### config.mk
export PLATFORM = sky130hd
export DESIGN_NAME = chamber_door_sequencer
export DESIGN_NICKNAME = d
export VERILOG_FILES = /design/src/hdl/cds_pkg.sv /design/src/hdl/cds_core.sv /design/src/hdl/chamber_door_sequencer.sv
export SDC_FILE = /design/constraint.sdc
export NUM_CORES = 1
export LEC_CHECK = 0
export BUFFER_PORTS_ARGS = -buffer_cell sky130_fd_sc_hd__buf_2
export CAP_MARGIN = 20
export CELL_PAD_IN_SITES_DETAIL_PLACEMENT = 1
export CELL_PAD_IN_SITES_GLOBAL_PLACEMENT = 2
export CORE_ASPECT_RATIO = 0.5
export CORE_UTILIZATION = 36
export CTS_CLUSTER_DIAMETER = 60
export DETAILED_ROUTE_END_ITERATION = 12
export GPL_ROUTABILITY_DRIVEN = 0
export PLACE_DENSITY_LB_ADDON = 0.1
export SLEW_MARGIN = 20
export SYNTH_ARGS = -nofsm -noshare
export SYNTH_HDL_FRONTEND = slang
export SYNTH_SLANG_ARGS = --single-unit
### constraint.sdc
create_clock -name clk -period 3.9 [get_ports clk]
set_input_delay 0.195 -clock clk [delete_from_list [all_inputs] [get_ports clk]]
set_output_delay 0.195 -clock clk [all_outputs]
set_load 0.01 [all_outputs]
### src/hdl/cds_pkg.sv
`default_nettype none

package cds_pkg;

    localparam int unsigned TOGGLE_MS_DEFAULT = 300;
    localparam int unsigned SETTLE_MS_DEFAULT = 800;

    localparam int unsigned WARN_W = 16;
    localparam logic [WARN_W-1:0] YELLOW_WARN_RESET = 16'd2000;
    localparam logic [WARN_W-1:0] RED_WARN_RESET    = 16'd2000;

    localparam int unsigned CFG_INDEX_W = 1;
    localparam logic [CFG_INDEX_W-1:0] REG_YELLOW_WARN = 1'd0;
    localparam logic [CFG_INDEX_W-1:0] REG_RED_WARN    = 1'd1;

    localparam logic [1:0] MODE_ACTIVATE   = 2'd0;
    localparam logic [1:0] MODE_TICK       = 2'd1;
    localparam logic [1:0] MODE_DEACTIVATE = 2'd2;

    typedef enum logic [2:0] {
        PH_IDLE,
        PH_YELLOW,
        PH_WAIT,
        PH_RED,
        PH_SETTLE,
        PH_DONE
    } phase_t;

    typedef struct packed {
        logic yellow_on;
        logic red_on;
        logic servo_write;
        logic servo_open;
        logic ack_request;
        logic done_res;
    } result_t;

endpackage

`default_nettype wire

### src/hdl/cds_core.sv
`default_nettype none

module cds_core #(
    parameter int unsigned TOGGLE_MS = cds_pkg::TOGGLE_MS_DEFAULT,
    parameter int unsigned SETTLE_MS = cds_pkg::SETTLE_MS_DEFAULT
) (
    input  wire logic                        clk,
    input  wire logic                        rst_n,
    input  wire logic                        step,
    input  wire logic [1:0]                  mode,
    input  wire logic                        ack_level,
    input  wire logic [cds_pkg::WARN_W-1:0]  yellow_warn_ms,
    input  wire logic [cds_pkg::WARN_W-1:0]  red_warn_ms,
    output cds_pkg::result_t                 result
);

    localparam int unsigned TW = $clog2(TOGGLE_MS + 1);
    localparam int unsigned PW = cds_pkg::WARN_W;

    cds_pkg::phase_t phase_reg, phase_next;
    logic [TW-1:0]   toggle_count_reg, toggle_count_next;
    logic [PW-1:0]   phase_count_reg, phase_count_next;
    logic            yellow_lit_reg, yellow_lit_next;
    logic            red_lit_reg, red_lit_next;

    always_ff @(posedge clk or negedge rst_n)
    begin
        if (!rst_n)
        begin
            phase_reg        <= cds_pkg::PH_IDLE;
            toggle_count_reg <= '0;
            phase_count_reg  <= '0;
            yellow_lit_reg   <= 1'b0;
            red_lit_reg      <= 1'b0;
        end
        else if (step)
        begin
            phase_reg        <= phase_next;
            toggle_count_reg <= toggle_count_next;
            phase_count_reg  <= phase_count_next;
            yellow_lit_reg   <= yellow_lit_next;
            red_lit_reg      <= red_lit_next;
        end
    end

    always_comb
    begin
        logic [TW-1:0]   tick_t;
        logic [PW:0]     tick_p;
        logic            wrap;
        logic            blink_lit;
        logic            blink_new;
        logic [PW-1:0]   blink_limit;
        logic            blink_end;
        logic            settle_end;

        phase_next        = phase_reg;
        toggle_count_next = toggle_count_reg;
        phase_count_next  = phase_count_reg;
        yellow_lit_next   = yellow_lit_reg;
        red_lit_next      = red_lit_reg;
        result            = '0;

        // Shared blink step: one lit bit and one limit, picked by phase
        blink_lit   = (phase_reg == cds_pkg::PH_RED) ? red_lit_reg : yellow_lit_reg;
        blink_limit = (phase_reg == cds_pkg::PH_RED) ? red_warn_ms : yellow_warn_ms;
        tick_t      = toggle_count_reg + 1'b1;
        wrap        = (tick_t >= TW'(TOGGLE_MS));
        tick_p      = {1'b0, phase_count_reg} + 1'b1;
        if (tick_p[PW])
        begin
            tick_p = {1'b0, {PW{1'b1}}};
        end
        blink_end  = (tick_p >= {1'b0, blink_limit});
        settle_end = (tick_p >= (PW+1)'(SETTLE_MS));
        blink_new  = (wrap ? ~blink_lit : blink_lit) & ~blink_end;

        unique case (mode)
            cds_pkg::MODE_ACTIVATE:
            begin
                phase_next        = cds_pkg::PH_YELLOW;
                toggle_count_next = '0;
                phase_count_next  = '0;
                yellow_lit_next   = 1'b0;
                red_lit_next      = 1'b0;
            end
            cds_pkg::MODE_DEACTIVATE:
            begin
                phase_next        = cds_pkg::PH_IDLE;
                toggle_count_next = '0;
                phase_count_next  = '0;
                yellow_lit_next   = 1'b0;
                red_lit_next      = 1'b0;
            end
            cds_pkg::MODE_TICK:
            begin
                unique case (phase_reg)
                    cds_pkg::PH_YELLOW, cds_pkg::PH_RED:
                    begin
                        if (phase_reg == cds_pkg::PH_RED)
                        begin
                            red_lit_next = blink_new;
                        end
                        else
                        begin
                            yellow_lit_next = blink_new;
                        end
                        if (blink_end)
                        begin
                            toggle_count_next  = '0;
                            phase_count_next   = '0;
                            result.servo_write = 1'b1;
                            if (phase_reg == cds_pkg::PH_YELLOW)
                            begin
                                phase_next         = cds_pkg::PH_WAIT;
                                result.servo_open  = 1'b1;
                                result.ack_request = 1'b1;
                            end
                            else
                            begin
                                phase_next = cds_pkg::PH_SETTLE;
                            end
                        end
                        else
                        begin
                            toggle_count_next = wrap ? '0 : tick_t;
                            phase_count_next  = tick_p[PW-1:0];
                        end
                    end
                    cds_pkg::PH_WAIT:
                    begin
                        if (ack_level)
                        begin
                            phase_next        = cds_pkg::PH_RED;
                            red_lit_next      = 1'b0;
                            toggle_count_next = '0;
                            phase_count_next  = '0;
                        end
                    end
                    cds_pkg::PH_SETTLE:
                    begin
                        if (settle_end)
                        begin
                            phase_next        = cds_pkg::PH_DONE;
                            toggle_count_next = '0;
                            phase_count_next  = '0;
                        end
                        else
                        begin
                            phase_count_next = tick_p[PW-1:0];
                        end
                    end
                    default:
                    begin
                    end
                endcase
            end
            default:
            begin
            end
        endcase

        result.yellow_on = yellow_lit_next;
        result.red_on    = red_lit_next;
        result.done_res  = (phase_next == cds_pkg::PH_DONE);
    end

endmodule

`default_nettype wire

### src/hdl/chamber_door_sequencer.sv
// Chamber door sequencer: warning lights and door servo for a chamber.
//
// Input channel (in_valid / in_stall) carries one item per event: activate,
// a one-millisecond tick with the user acknowledge level, or deactivate.
// Every input item yields exactly one result item on the output channel
// (out_valid / out_stall): LED states, a servo command strobe with its
// direction, the acknowledge request pulse and the done flag.
// Flow: an accepted item is registered in the input register, stepped
// through the sequencer into the result queue, and offered on the output
// from the queue head. Throughput is one item per cycle while the
// two-entry result queue is not full.
// When the receiver stalls, results collect in the queue; once it is full,
// in_stall rises and the input register holds its item.
// Reset (rst_n low, asynchronous) empties the pipeline, puts the sequence
// in idle with both LEDs off and loads 2000 ms into both blink times.
// The cfg_write port updates blink times; write only while no item is open.

`default_nettype none

module chamber_door_sequencer #(
    parameter int unsigned TOGGLE_MS = cds_pkg::TOGGLE_MS_DEFAULT,
    parameter int unsigned SETTLE_MS = cds_pkg::SETTLE_MS_DEFAULT
) (
    input  wire logic                            clk,
    input  wire logic                            rst_n,
    input  wire logic                            in_valid,
    output logic                                 in_stall,
    input  wire logic [1:0]                      mode,
    input  wire logic                            ack_level,
    output logic                                 out_valid,
    input  wire logic                            out_stall,
    output logic                                 yellow_on,
    output logic                                 red_on,
    output logic                                 servo_write,
    output logic                                 servo_open,
    output logic                                 ack_request,
    output logic                                 done_res,
    input  wire logic                            cfg_write,
    input  wire logic [cds_pkg::CFG_INDEX_W-1:0] cfg_index,
    input  wire logic [cds_pkg::WARN_W-1:0]      cfg_data
);

    // Blink time registers
    logic [cds_pkg::WARN_W-1:0] yellow_warn_ms_reg;
    logic [cds_pkg::WARN_W-1:0] red_warn_ms_reg;

    always_ff @(posedge clk or negedge rst_n)
    begin
        if (!rst_n)
        begin
            yellow_warn_ms_reg <= cds_pkg::YELLOW_WARN_RESET;
            red_warn_ms_reg    <= cds_pkg::RED_WARN_RESET;
        end
        else if (cfg_write)
        begin
            unique case (cfg_index)
                cds_pkg::REG_YELLOW_WARN: yellow_warn_ms_reg <= cfg_data;
                cds_pkg::REG_RED_WARN:    red_warn_ms_reg    <= cfg_data;
                default:
                begin
                end
            endcase
        end
    end

    // Input register
    logic       in_valid_reg;
    logic [1:0] mode_reg;
    logic       ack_level_reg;
    logic       in_take;
    logic       step;

    // Result queue, two entries
    cds_pkg::result_t q_reg [2];
    logic             wr_ptr_reg;
    logic             rd_ptr_reg;
    logic [1:0]       count_reg;
    logic             pop;
    cds_pkg::result_t step_result;

    // Advance the input item whenever the queue has a free entry
    assign step     = in_valid_reg && (count_reg != 2'd2);
    assign in_stall = in_valid_reg && !step;
    assign in_take  = in_valid && !in_stall;
    assign pop      = out_valid && !out_stall;

    always_ff @(posedge clk or negedge rst_n)
    begin
        if (!rst_n)
        begin
            in_valid_reg <= 1'b0;
        end
        else if (in_take)
        begin
            in_valid_reg <= 1'b1;
        end
        else if (step)
        begin
            in_valid_reg <= 1'b0;
        end
    end

    always_ff @(posedge clk)
    begin
        if (in_take)
        begin
            mode_reg      <= mode;
            ack_level_reg <= ack_level;
        end
    end

    cds_core #(
        .TOGGLE_MS (TOGGLE_MS),
        .SETTLE_MS (SETTLE_MS)
    ) u_core (
        .clk            (clk),
        .rst_n          (rst_n),
        .step           (step),
        .mode           (mode_reg),
        .ack_level      (ack_level_reg),
        .yellow_warn_ms (yellow_warn_ms_reg),
        .red_warn_ms    (red_warn_ms_reg),
        .result         (step_result)
    );

    always_ff @(posedge clk or negedge rst_n)
    begin
        if (!rst_n)
        begin
            wr_ptr_reg <= 1'b0;
            rd_ptr_reg <= 1'b0;
            count_reg  <= 2'd0;
        end
        else
        begin
            if (step)
            begin
                wr_ptr_reg <= ~wr_ptr_reg;
            end
            if (pop)
            begin
                rd_ptr_reg <= ~rd_ptr_reg;
            end
            count_reg <= count_reg + {1'b0, step} - {1'b0, pop};
        end
    end

    always_ff @(posedge clk)
    begin
        if (step)
        begin
            q_reg[wr_ptr_reg] <= step_result;
        end
    end

    // Drive the head entry
    assign out_valid   = (count_reg != 2'd0);
    assign yellow_on   = q_reg[rd_ptr_reg].yellow_on;
    assign red_on      = q_reg[rd_ptr_reg].red_on;
    assign servo_write = q_reg[rd_ptr_reg].servo_write;
    assign servo_open  = q_reg[rd_ptr_reg].servo_open;
    assign ack_request = q_reg[rd_ptr_reg].ack_request;
    assign done_res    = q_reg[rd_ptr_reg].done_res;

endmodule

`default_nettype wire

==> flow_summary_export.csv, run 1 <==
group,metric,value,unit
outcome,status,"finished clean",
hold_path,hold_start,"mode[1]",
global_routing,grt_pass1_wl,19.39,mm
cts,cts_buffers,9,
hold_path,whs_endpoint,"mode_reg[1]",
worst_setup_path,end_kind,"register",
yosys,synth_seq_cells,80,
floorplan,num_rows,29,
layout,stdcell_area,5459,µm²
routing,drt-wirelength-per-cell,17.81,µm
yosys,ys.flop_type,"dfrtp_1",
routing,ant_nets,0,
worst_setup_path,crit_arrival,3.92,ns
worst_setup_path,critical_path_depth,13,
worst_setup_path,path_buf_inv,1,
yosys,async_reset_ff_share,83.75,%
worst_setup_path,reg2reg_slack,0.25,ns
timing,fin_crit,3.648,ns
worst_setup_path,crit_chain,"nand3_2 > nor4_4 > nand3_1 > xor2_1 > nand2_1 > ha_1 > a21o_1 > a21o_1 > a211oi_1 > o21ai_2 > buf_4 > a21oi_4 > a22o_1",
global_routing,gr-total-overflow,0,
yosys,synth.net_count,483,
timing,drv_slew,0,
cts,htreeDepth,3,
yosys,syn_inst,437,
global_routing,grt_max_degree,43,
layout,multi_input_area,2495,µm²
floorplan,io-pin-count,33,
floorplan,start_util,36.92,%
yosys,ys_seq_area_share,44.41,%
layout,final_common_cell,"dfrtp_1",
global_routing,grt_pass1_vias,3724,
worst_setup_path,worst_path_most_repeated_cell,"a21o_1",
power,pwr_density_cell,491.6,nW/µm²
timing,setup_violations,0,
layout,final_cell_mix,"52 x dfrtp_1, 43 x nand2_1, 38 x mux2_2, 31 x buf_2, 21 x ha_1",
timing,tightest_slew,0.7668,ns
flow_run,max_cap_viol_count,0,
routing,routed_wl,11.73,mm
layout,area_delta_synth_final,16.44,%
floorplan,core_area,12700,µm²
cts,cts_tree,"yes",
floorplan,die_w,163.4,µm
yosys,netlist_area,4688,µm²
power,ir_worst_vdd,0.2877,mV
yosys,avgSynthCellArea,10.73,µm²
cts,clock-root-buffer,"clkbuf_16",
global_routing,grt_busiest_layer,"met2",
global_routing,antenna_found_initial,0,
floorplan,die_h,82.70,µm
cts,clock_latency,0.33,ns
worst_setup_path,critical_path_class,"register to register",
power,leakage,0.002462,µW
worst_setup_path,slowest_delay,0.51,ns
global_routing,gr-usage-met2,31.02,%
worst_setup_path,critPathMaxFanout,10,
worst_setup_path,required,4.17,ns
cts,clock_path_buffers,2,
timing,fmax,274.1,MHz
timing,whs,0.03332,ns
worst_setup_path,r2r-start,"u_core.phase_count_reg[7]",
routing,num_vias,3574,
hold_path,min_delay_path_depth,1,
yosys,yosysUniqueCellTypes,67,
layout,fillers,1418,
timing,post-route-period-util,93.54,%
timing,hold_viol_final,0,
layout,drive_gt1_share,29.45,%
yosys,synth_edf_count,13,
power,finalPower,2684,µW
global_routing,use_met3,4.346,%
layout,num-nets-final,530,
placed_design,portBuffers,32,
worst_setup_path,crit_family,"compound AO/OA/AOI/OAI gates",
routing,drcViolationCount,0,
timing,skew,0.006889,ns
yosys,yosysWarnings,0,
placed_design,hpwlAfterDp,8.781,mm
worst_setup_path,r2r_end,"u_core.phase_count_reg[3]",
timing,tns,0,ns
layout,fin_util,42.99,%
worst_setup_path,cp-start-kind,"register",
hold_path,hp-class,"primary input to register",
layout,n_antenna_cell,0,
routing,vias_per_cell,5.423,
cts,clock-sinks,80,
floorplan,die_area,13510,µm²
routing,dr.first_iter.drc_count,118,
placed_design,placed_area,5126,µm²
global_routing,met1_usage,24.63,%
routing,dr.pass1.iters,4,
cts,clk_pin_slew,0.07,ns
layout,regArea,2086,µm²
global_routing,grt.total_usage,18.68,%
worst_setup_path,crit_slowest_cell,"dfrtp_1",
worst_setup_path,r2r_cells,13,
timing,max_slew_margin,48.76,%
-- synthesized netlist by cell type, drive strengths merged, types with 3 or more instances --
cell type / n / area, µm²
or2: 3 / 18.77
xor2: 7 / 61.31
o31ai: 4 / 35.03
mux2: 38 / 427.9
nand2b: 8 / 50.05
dfstp: 12 / 315.3
and3: 6 / 37.54
a41oi: 3 / 26.28
nor2b: 4 / 25.02
a21oi: 12 / 71.32
a22o: 10 / 87.58
clkbuf: 11 / 41.29
and2: 5 / 31.28
nand2: 45 / 171.4
edfxtp: 13 / 390.4
nor3: 9 / 45.04
dfrtp: 55 / 1376
a21o: 7 / 52.55
o211ai: 5 / 37.54
ha: 21 / 262.8
o22ai: 3 / 18.77
inv: 13 / 48.80
or3: 4 / 25.02
nor4: 5 / 46.29
xnor2: 8 / 70.07
buf: 6 / 41.28
nand3: 20 / 110.1
mux2i: 19 / 190.2
and4: 3 / 28.78
a211oi: 6 / 45.04
nand4: 4 / 31.28
o21ai: 23 / 115.1
nor2: 15 / 58.81
a31oi: 3 / 18.77
-- cells by family after synthesis --
kind of cell / share of synthesized area [%]
flops: 44.41
compound gates: 15.56
xor+xnor: 2.802
fa+ha+maj: 5.604
mux: 13.18
simple gates: 15.56
buf+inv: 2.882
-- metal layers --
layer  share of wire (%)  vias up
li1                    -     1727
met1                  50     1793
met2                  46       40
met5                   0        -
met3                 2.7       14
met4                 1.2        0
-- where the power goes --
part / internal [µW] / switching [µW] / total (µW)
registers: 1010 / 88.0 / 1100
logic: 334 / 449 / 783
clock network: 438 / 367 / 805
-- how the worst max path moves through the flow --
| stage | startpoint | slack, ns | end |
|---|---|---|---|
| 3_5_place_dp | u_core.phase_count_reg[2] | 0.03 | q_reg[1][0] |
| 6_report | u_core.phase_count_reg[7] | 0.25 | u_core.phase_count_reg[3] |
| 3_3_place_gp | u_core.phase_count_reg[2] | 0.11 | q_reg[0][0] |
| 5_1_grt | u_core.phase_count_reg[0] | -0.03 | u_core.toggle_count_reg[0] |
| 4_1_cts | u_core.phase_count_reg[2] | 0.02 | q_reg[0][0] |
| 2_1_floorplan | u_core.phase_reg[1] | 0.24 | u_core.toggle_count_reg[0] |
-- what timing repair did --
action                                 CTS  global route
endpoints found under the hold margin    0            41
resized for setup                        0             9
setup buffers                            0             2
hold buffers                             0             1
setup endpoints to repair                0            29
-- per-stage QoR --
stage	setup WS, ns	cells
floorplan	0.2422	437
CTS	0.02164	656
detailed placement	0.03282	640
global placement	0.1127	640
finish	0.2519	659
global route	-0.02984	659
-- final cells by class --
cell class | count | area share (%)
Timing Repair Buffer | 53 | 6.143
Clock buffer | 9 | 4.126
Sequential cell | 80 | 38.21
Tap cell | 170 | 3.896
Multi-Input combinational cell | 326 | 45.70
Inverter | 14 | 0.9626
Clock inverter | 7 | 0.9626
Note: power is estimated with default switching activity, not from simulation.
==> run 2, diff against run 1 <==
CORE_UTILIZATION = 40   (was 36)
PLACE_DENSITY = 0.81   (was default)
PLACE_DENSITY_LB_ADDON = default   (was 0.1)
clock period = 4.1 ns   (was 3.9 ns; I/O delays follow)
==> run 2 against run 1 <==
Design area fell by 0.37%. Largest power group unchanged. Sequential cell count unchanged. Clock skew up 0.0021 ns. Cell count is 2.3% lower. Via count shrank 1.8%. Routed wire length fell by 4.8%. Critical path type unchanged. Clock-buffer cell count is 4 higher. Critical endpoint is now q_reg[0][5]. Worst hold slack improved by 0.0037 ns. Largest cell class unchanged. Core utilization up 5.5 points. Sequential power down 5%.
==> flow_summary_export.csv, run 2 (synthesis results as in run 1) <==
group,metric,value,unit
timing,skew,0.008973,ns
power,switching_share,31.93,%
cts,htreeDepth,3,
worst_setup_path,crit_slowest_cell,"dfrtp_1",
layout,final_cells,644,
timing,fin_crit,3.736,ns
cts,clk_pin_slew,0.06,ns
worst_setup_path,path_buf_inv,1,
timing,fmax,267.7,MHz
routing,drt-wirelength-per-cell,17.35,µm
worst_setup_path,crit_arrival,3.89,ns
timing,tns,0,ns
routing,routed_wl,11.17,mm
global_routing,grt_pass1_wl,19.04,mm
power,leakage,0.002464,µW
power,combPwrFrac,26.9,%
floorplan,num_rows,27,
worst_setup_path,slowest_delay,0.47,ns
global_routing,grt.total_usage,20.29,%
floorplan,die_w,155.1,µm
placed_design,placed_cells,627,
outcome,status,"finished clean",
layout,fin_util,48.49,%
power,p_int,1783,µW
layout,area_delta_synth_final,16.01,%
floorplan,start_util,41.80,%
routing,dr.first_iter.drc_count,148,
worst_setup_path,critical_path_class,"register to register",
power,clkPwrFrac,32.9,%
global_routing,grt_max_degree,48,
routing,ant_nets,0,
worst_setup_path,critPathMaxFanout,12,
global_routing,antenna_found_initial,0,
timing,setup_ws,0.3638,ns
floorplan,die_area,12180,µm²
layout,final_cell_mix,"55 x dfrtp_1, 44 x nand2_1, 38 x mux2_2, 31 x buf_2, 21 x ha_1",
cts,post_cts_buffers,0,
timing,post-route-period-util,91.13,%
global_routing,gr-total-overflow,0,
cts,cts_buffers,9,
cts,clock_latency,0.35,ns
timing,tightest_slew,0.7746,ns
layout,n_antenna_cell,0,
global_routing,grt_pass1_vias,3694,
worst_setup_path,cp-start-kind,"register",
placed_design,portBuffers,32,
cts,clock_path_buffers,2,
layout,drive_gt1_share,27.63,%
power,seq_power_share,40.2,%
timing,rsz0062_at_grt,"false",
timing,drv_slew,0,
routing,vias_per_cell,5.452,
flow_run,max_cap_viol_count,0,
timing,max_slew_margin,48.24,%
layout,stdcell_area,5439,µm²
floorplan,die_h,78.56,µm
timing,setup_violations,0,
layout,final_common_cell,"dfrtp_1",
worst_setup_path,end_kind,"register",
worst_setup_path,crit_chain,"ha_1 > and4_1 > nand3_1 > or2_2 > nand2_1 > ha_1 > o211a_1 > o311a_1 > a211oi_1 > buf_4 > o21ai_1 > o21ai_0 > nand2_1 > a21oi_1",
hold_path,hp-class,"primary input to register",
cts,cts_tree,"yes",
layout,num-nets-final,526,
power,pwr_density_cell,481.6,nW/µm²
timing,hold_viol_final,0,
cts,clock-root-buffer,"clkbuf_16",
power,ir_worst_vdd,0.2252,mV
placed_design,placed_area,5085,µm²
floorplan,io-pin-count,33,
worst_setup_path,required,4.25,ns
routing,dr.pass1.iters,4,
worst_setup_path,crit_family,"compound AO/OA/AOI/OAI gates",
power,p_switching,836.4,µW
placed_design,hpwlAfterDp,8.198,mm
floorplan,core_area,11220,µm²
routing,drcViolationCount,0,
routing,num_vias,3511,
placed_design,dp_slack,0.2341,ns
cts,clock-sinks,80,
layout,fillers,1257,
## run 2: cell types whose count changed in the layout (fill, tap and decap cells not counted), moves of 2 or more
cell	delta
clkbuf_16	+2
dfrtp_2	-3
buf_4	-3
clkinv_2	-2
inv_6	-2
dfrtp_1	+3
clkbuf_8	+2
## run 2: power by group through the flow
stage | clock (µW) | combinational [µW] | sequential, µW
3_5_place_dp | 0 | 707 | 1070
6_report | 862 | 705 | 1050
5_1_grt | 918 | 799 | 1070
3_3_place_gp | 0 | 691 | 1060
4_1_cts | 884 | 713 | 1050
2_1_floorplan | 0 | 515 | 1030
## run 2: area by class of cell
| cell class | instances | area, µm² | share of cell area, % |
|---|---|---|---|
| Clock inverter | 3 | 23.77 | 0.4371 |
| Multi-Input combinational cell | 326 | 2486 | 45.71 |
| Tap cell | 159 | 198.9 | 3.658 |
| Sequential cell | 80 | 2082 | 38.28 |
| Timing Repair Buffer | 49 | 292.8 | 5.383 |
| Inverter | 14 | 52.55 | 0.9662 |
| Clock buffer | 13 | 302.8 | 5.567 |
## run 2: stage by stage
| stage | hold slack [ns] | power, µW |
|---|---|---|
| 2_1_floorplan | -0.09059 | 1545 |
| 3_3_place_gp | 0.3839 | 1750 |
| 3_5_place_dp | 0.3839 | 1775 |
| 4_1_cts | 0.02861 | 2650 |
| 5_1_grt | 0.01612 | 2789 |
| 6_report | 0.03705 | 2619 |
## run 2: timing repair
| item | 4_1_cts | 5_1_grt |
|---|---|---|
| setup endpoints to repair | 0 | 14 |
| gates resized for setup | 0 | 4 |
| hold buffers | 0 | 1 |
| hold endpoints to repair | 0 | 34 |
## run 2: metal layers
| metal | GRT usage, % | share of wire, % |
|---|---|---|
| met4 | 4.752 | 1.0 |
| met2 | 32.16 | 45 |
| met1 | 27.81 | 51 |
| met5 | 0 | 0 |
| met3 | 5.135 | 2.7 |
## run 2: worst paths after layout
path	slack, ns	endpoint	start	cells after the start
min in group asynchronous	0.43	red_warn_ms_reg[3]	rst_n	2
max in group asynchronous	2.93	u_core.toggle_count_reg[7]	rst_n	3
worst min register to register	0.49	wr_ptr_reg	wr_ptr_reg	1
worst min-delay path	0.04	mode_reg[1]	mode[1]	1
worst max-delay path	0.36	q_reg[0][5]	u_core.phase_count_reg[0]	14
worst max register to register	0.36	q_reg[0][5]	u_core.phase_count_reg[0]	14
